[config.mk]
export PLATFORM = sky130hd
export DESIGN_NAME = vra_cell
export DESIGN_NICKNAME = d
export VERILOG_FILES = /design/src/rtl/vra_pkg.sv /design/src/rtl/vra_cell.sv
export SDC_FILE = /design/constraint.sdc
export NUM_CORES = 1
export LEC_CHECK = 0
export BUFFER_PORTS_ARGS = -buffer_cell sky130_fd_sc_hd__buf_2
export CAP_MARGIN = 20
export CORE_AREA = 10 10 301 303
export CTS_CLUSTER_DIAMETER = 120
export CTS_CLUSTER_SIZE = 16
export DETAILED_ROUTE_END_ITERATION = 16
export DIE_AREA = 0 0 311 313
export GPL_ROUTABILITY_DRIVEN = 0
export PLACE_DENSITY_LB_ADDON = 0.2
export REMOVE_ABC_BUFFERS = 1
export SYNTH_ARGS = -nofsm -noshare
export SYNTH_HDL_FRONTEND = slang
export SYNTH_SLANG_ARGS = --single-unit
[constraint.sdc]
create_clock -name clock -period 10.6 [get_ports clock]
set_clock_uncertainty 0.05 [all_clocks]
set_input_delay 1.59 -clock clock [delete_from_list [all_inputs] [get_ports clock]]
set_output_delay 1.59 -clock clock [all_outputs]
set_load 0.05 [all_outputs]
[src/rtl/vra_pkg.sv]
`timescale 1ns / 1ps
// vra_pkg: shared types, codes and defaults of the virtual range allocator.
// Depends on nothing.
package vra_pkg;

   localparam int MAX_RANGES_DEF = 32;
   localparam int PAGE_BYTES_DEF = 4096;

   localparam logic [1:0] ACT_ALLOC   = 2'd0;
   localparam logic [1:0] ACT_RESERVE = 2'd1;
   localparam logic [1:0] ACT_FREE    = 2'd2;
   localparam logic [1:0] ACT_NONE    = 2'd3;

   localparam logic [1:0] ST_OK       = 2'd0;
   localparam logic [1:0] ST_NOSPACE  = 2'd1;
   localparam logic [1:0] ST_NOTFOUND = 2'd2;
   localparam logic [1:0] ST_FULL     = 2'd3;

   localparam logic [1:0] OP_HOLD = 2'd0;
   localparam logic [1:0] OP_INS  = 2'd1;
   localparam logic [1:0] OP_DEL  = 2'd2;

   localparam logic [7:0] PRESENT_BIT = 8'h01;

   typedef struct packed {
      logic [63:0] base;
      logic [47:0] length;
      logic [7:0]  attrs;
   } entry_type;

   typedef struct packed {
      logic fit;
      logic tail_wrap;
      logic ovl;
      logic ge;
      logic match;
   } flags_type;

   typedef struct packed {
      logic [1:0]  op;
      entry_type   ent;
      logic [47:0] rlen;
      logic [63:0] addr;
      logic [64:0] addr_end;
   } cell_ctrl_type;

endpackage

[src/rtl/vra_cell.sv]
`timescale 1ns / 1ps
// vra_cell: one table slot; holds a range, compares it against the command
// and shifts with its neighbors on insert or remove. Uses vra_pkg.
module vra_cell #(
   parameter int IDX        = 0,
   parameter int MAX_RANGES = vra_pkg::MAX_RANGES_DEF,
   localparam int PW = $clog2(MAX_RANGES),
   localparam int CW = $clog2(MAX_RANGES + 1)
) (
   input  logic                   clock,
   input  vra_pkg::cell_ctrl_type ctrl,
   input  logic [PW-1:0]          pos,
   input  logic [CW-1:0]          count,
   input  logic [63:0]            gap_start,
   input  vra_pkg::entry_type     left_ent,
   input  vra_pkg::entry_type     right_ent,
   output vra_pkg::entry_type     ent,
   output logic [63:0]            end_addr,
   output vra_pkg::flags_type     flags
);
   vra_pkg::entry_type ent_ff, ent_in;
   logic [63:0]        end_ff;
   vra_pkg::flags_type flags_ff, flags_in;
   logic               valid;
   logic [64:0]        gap_sum, tail_sum;

   assign valid = CW'(IDX) < count;

   always_comb begin
      ent_in = ent_ff;
      case (ctrl.op)
         vra_pkg::OP_INS: begin
            if (PW'(IDX) == pos) ent_in = ctrl.ent;
            else if (PW'(IDX) > pos) ent_in = left_ent;
         end
         vra_pkg::OP_DEL: begin
            if (PW'(IDX) >= pos) ent_in = right_ent;
         end
         default: ent_in = ent_ff;
      endcase
   end

   always_comb begin
      gap_sum  = {1'b0, gap_start} + {17'd0, ctrl.rlen};
      tail_sum = {1'b0, end_ff} + {17'd0, ctrl.rlen};
      flags_in.fit       = valid && !gap_sum[64] && (gap_sum[63:0] <= ent_ff.base);
      flags_in.tail_wrap = tail_sum[64];
      flags_in.ovl       = valid && ((ent_ff.base <= ctrl.addr) ? (end_ff > ctrl.addr)
                                     : ({1'b0, ent_ff.base} < ctrl.addr_end));
      flags_in.ge        = valid && (ent_ff.base >= ctrl.addr);
      flags_in.match     = valid && (ent_ff.base == ctrl.addr);
   end

   always_ff @(posedge clock) begin
      ent_ff   <= ent_in;
      end_ff   <= ent_ff.base + {16'd0, ent_ff.length};
      flags_ff <= flags_in;
   end

   assign ent      = ent_ff;
   assign end_addr = end_ff;
   assign flags    = flags_ff;
endmodule

# --- After elaboration in Yosys (flattened, before gate mapping) ---
# Index checks and enable logic that the tools add are counted.
word_totals:
  register_bits: 189
  latch_bits: 0
  mem_bits_rw: 0
  romBits: 0
  inputBits: 615
  output_inout_bits: 189
  elab_cells: 39
  mem_count: 0
op_classes:
  addsub: 3
  mul: 0
  div: 0
  magnitude_cmp: 8
  eq_ne: 5
  shift: 0
  n_mux: 5
  bitwise: 0
  n_reduce_logical: 9
ops:
  columns: ["op", "count"]
  rows:
  - ["120-bit 2-to-1 mux", 3]
  - ["120-bit one-hot mux with 2 select lines", 1]
  - ["64-bit by 48-bit adder with 65-bit output", 2]
  - ["64-bit <= comparator", 2]
  - ["64-bit by 65-bit less-than comparator with 1-bit output", 1]
  - ["64-bit by 48-bit adder with 64-bit output", 1]
  - ["64-bit == test", 1]
  - ["64-bit >= comparator", 1]
  - ["64-bit > comparator", 1]
  - ["1-bit by 6-bit less-than comparator with 1-bit output (first input constant)", 1]
  - ["1-bit by 5-bit >= comparator with 1-bit output (first input constant)", 1]
  - ["1-bit by 5-bit > comparator with 1-bit output (first input constant)", 1]
  - ["1-bit logical AND", 5]
  - ["5-bit zero test", 1]
  - ["3-bit != test (second input constant)", 1]
  - ["3-bit AND reduction", 1]
  - ["2-bit by 1-bit == test with 1-bit output (second input constant)", 1]
  - ["2-bit == test (second input constant)", 1]
  - ["2-bit != test (second input constant)", 1]
  - ["2-bit nonzero test", 1]
  - ["1-bit zero test", 1]
  - ["1-bit 2-to-1 mux", 1]

# --- Logic depth before layout (Yosys ltp) ---
logic_depth:
  ltp_word: 4
  ltp_mapped: 21
  ltp_nobuf: 21

# --- Least setup slack after synthesis ---
# OpenSTA, ideal clock, no wires.
synth_timing:
  path_kind: "input to register"
  from: "input port pos[1]"
  to: "register ent_ff (netlist bit ent[0]), enable pin"
  setup_ns: 0.600
  t_arrival_ns: 8.124
  t_required_ns: 9.950
  path_slack_ns: 1.826
  path_stages: 6
  n_path_buf: 2
  path_cell_list: "or4_1 nor2_1 clkbuf_1 buf_1 nor2_1 nor2_1"
synth_between:
  elab_chain_cells: 3
  word_cells_on_any_way: 6
  cone_classes: "order compare: 2; eq/ne: 2; reduce/logical: 2"
synth_rtl:
  columns: ["item", "line_no", "text"]
  rows:
  - ["start, declared", "vra_cell.sv:12", "input logic [PW-1:0] pos,"]
  - ["1-bit by 5-bit > comparator with 1-bit output, or another cell as far along", "vra_cell.sv:34", "else if (PW'(IDX) > pos) ent_in = left_ent;"]
  - ["3-bit != test (no line) / 2-bit != test (equally long branches)", null, null]
  - ["3-bit AND reduction (no line) (*)", null, null]
  - ["end signal, assigned", "vra_cell.sv:55", "ent_ff <= ent_in;"]
  - ["end, declared", "vra_cell.sv:21", "vra_pkg::entry_type ent_ff, ent_in;"]
# Every way passes the cells marked *; elsewhere a longest branch is shown, timed or not.
# A chain may end at the register's enable or synchronous reset.

==> impl_metrics.csv <==
group,metric,value,unit
status,status,"finished, final reports clean",
floorplan,die_area,97300,µm²
worst_setup_path,endpoint_kind,"flip-flop",
worst_setup_path,required,10980,ps
detailed_routing,vias,20500,
yosys,async_reset_ff_frac,0,
detailed_routing,wl_per_cell,22.7,µm
detailed_routing,vias_per_cell,4.72,
sta,worstMarginPinSlew,1090,ps
yosys,synth_fa_ha_area_frac,0.241,
yosys,synth.distinct_cells,85,
worst_setup_path,cpMaxStageDelayCell,"nor4b_1",
yosys,synth_edf_count,120,
finish,final_nets,4200,
global_routing,antenna_found_initial,35,
sta,setup_violations,0,
floorplan,io_pins,804,
sta,hold_viol,0,
yosys,synth-warning-count,0,
sta,slew_viol_final,0,
worst_setup_path,path_class,"input port to flip-flop",
sta,timing.final.crit_share,0.562,
yosys,avgSynthCellArea,8.62,µm²
cts,cts_tree,"built",
yosys,synth_xor_xnor_area_share,0.0498,
detailed_routing,initialDrtViolationCount,1042,
floorplan,rows,107,
worst_setup_path,worstPathCellList,"buf_2 -> ha_1 -> and2_1 -> a211oi_1 -> o21ai_1 -> nor4b_1 -> o31ai_1 -> buf_4 -> a31oi_1 -> nor2_1 -> and2_1 -> xor2_1 -> ha_1 -> a21o_1 -> a21o_1 -> a21oi_1 -> o21ai_0 -> a21oi_1 -> o21ai_0 -> o22a_1 -> a211oi_1",
sta,fmax,0.168,GHz
floorplan,die-width,311,µm
global_routing,overflow,0,
worst_setup_path,cpPeakStageDelay,620,ps
yosys,synth_cells,2426,
yosys,synth-compound-area-share,0.232,
yosys,synthFlopType,"edfxtp_1",
yosys,synth_top_family_by_area,"adder cells",
cts,clkSinkCount,189,
cts,path_clk_slew,90,ps
cts,cts_made_buffers,17,
pwr,power.density,165,nW/µm²
detailed_routing,drt-pass1-iter-count,5,
sta,min_period,5960,ps
yosys,synth_area,20900,µm²
sta,rsz0062_at_grt,"false",
floorplan,initial_core_util,0.247,
job,cap_violations,0,
global_routing,grt_util_all_layers,0.195,
worst_setup_path,cp_num_buf_inv,2,
cts,clk_latency,520,ps
yosys,ys_top_cells_by_area,"ha_1 (24%), edfxtp_1 (17%), a21o_1 (7.4%)",
placed_design,portBuffers,803,
sta,maxSlewHeadroom,0.268,
hold_path,hold_class,"flip-flop to flip-flop",
worst_setup_path,crit_fanout,7,
yosys,synth_seq_cells,189,
global_routing,grt_pass1_vias,21400,
floorplan,die_h,313,µm
yosys,synthSimpleGateAreaFrac,0.123,
cts,clock_path_buffers,2,
pwr,ir_worst_vdd,0.000137,V
global_routing,grt_pass1_wl,142000,µm
floorplan,coreArea,84600,µm²
worst_setup_path,crit_family,"compound AO/OA/AOI/OAI gates",
finish,area.growth.synth_to_final,27.6,%
detailed_routing,route.met3.wl,6710,µm
cts,cts_htree_levels,4,
cts,root_buffer,"clkbuf_16",
yosys,ys_seq_area_frac,0.238,
worst_setup_path,worst_setup_path_start_kind,"input port",
cts,cts_hold_buffers,0,
detailed_routing,drc,0,
yosys,netlist.area_leader.share,0.239,
yosys,yosysMostFrequentCell,"ha_1",
worst_setup_path,cp.arrival,6340,ps
cts,ctsResizeCount,0,
detailed_routing,wl_met2,48600,µm
detailed_routing,finalWirelength,98900,µm
detailed_routing,highest_layer,"met5",
global_routing,grt_max_degree,101,
detailed_routing,routedLengthMet1,41900,µm
yosys,synth_mux_area_frac,0.0584,
yosys,synthTopCellsByCount,"ha_1 (400), inv_1 (228), a21o_1 (206), o21ai_0 (205), nand2_1 (199)",
detailed_routing,antenna_left,0,
cts,post-cts-setup-buffers,0,
finish,finish.utilization,0.316,
pwr,p_leak,13.4,nW
yosys,yosysTopAreaCell,"ha_1",
sta,holdWs,505,ps
placed_design,dp_hpwl,86800,µm
finish,drive_above_1_share,0.275,
[sequential cells by signal, summed over array words and instances, names as in the netlist]
register  cells
ent         120
end_addr     64
flags         5
[layout make-up]
type | instances | area (µm²)
Fill cell | 9238 | 57900
Multi-Input combinational cell | 1931 | 14800
Sequential cell | 189 | 4980
Timing Repair Buffer | 815 | 4110
Tap cell | 1144 | 1430
Inverter | 229 | 860
Clock buffer | 20 | 457
Clock inverter | 11 | 85.1
Antenna cell | 9 | 22.5
[per-stage QoR]
step / instance area (µm²) / power, mW / TNS [ps] / setup WS (ps) / instances
after floorplan: 20600 / 2.88 / -568580 / -4740 / 2349
after global placement: 26100 / 3.78 / 0 / 4070 / 4307
after detailed placement: 26100 / 3.77 / 0 / 4150 / 4307
after CTS: 26700 / 4.47 / 0 / 4680 / 4338
after global routing: 26700 / 4.74 / 0 / 4260 / 4344
final: 26700 / 4.41 / 0 / 4640 / 4348
[cell usage in the layout (no fill, tap or decap), types with 69 or more instances in the layout]
master and instances:
xnor2_1 71, inv_1 228, edfxtp_1 120, o21ai_0 205, dfxtp_1 69, buf_2 803, nand2_1 199, a21o_1 206
nor2_1 86, ha_1 399, a21oi_1 180, nand4_1 93, mux2i_1 122
[kinds of logic after synthesis]
family,Yosys count
AND/OR/NAND/NOR,531
flip-flops,189
adder cells (fa/ha/maj),402
buffers and inverters,306
multiplexers,122
AO/OA/AOI/OAI,757
XOR/XNOR,119
[metal layers]
layer | up-vias | GRT usage
li1 | 10400 | -
met1 | 9367 | 0.234
met2 | 595 | 0.339
met3 | 101 | 0.0557
met4 | 46 | 0.0454
met5 | - | 0
[report_power, final]
part,total [mW],switching [mW],internal [mW]
clock,0.665,0.352,0.314
combinational,2.52,1.65,0.863
sequential,1.23,0.258,0.973
total,4.41,2.26,2.15
[final timing paths]
check	start	slack [ps]	depth (start not counted)	to
worst max-delay path	ctrl[140]	4640	21	flags[4]$_DFF_P_
worst max register to register	ent[56]$_DFFE_PP_	6180	13	end_addr[60]$_DFF_P_
worst min register to register	ent[8]$_DFFE_PP_	510	1	end_addr[0]$_DFF_P_
worst min-delay path	ent[8]$_DFFE_PP_	510	1	end_addr[0]$_DFF_P_
No activity file was read; power rests on OpenSTA's default activity.
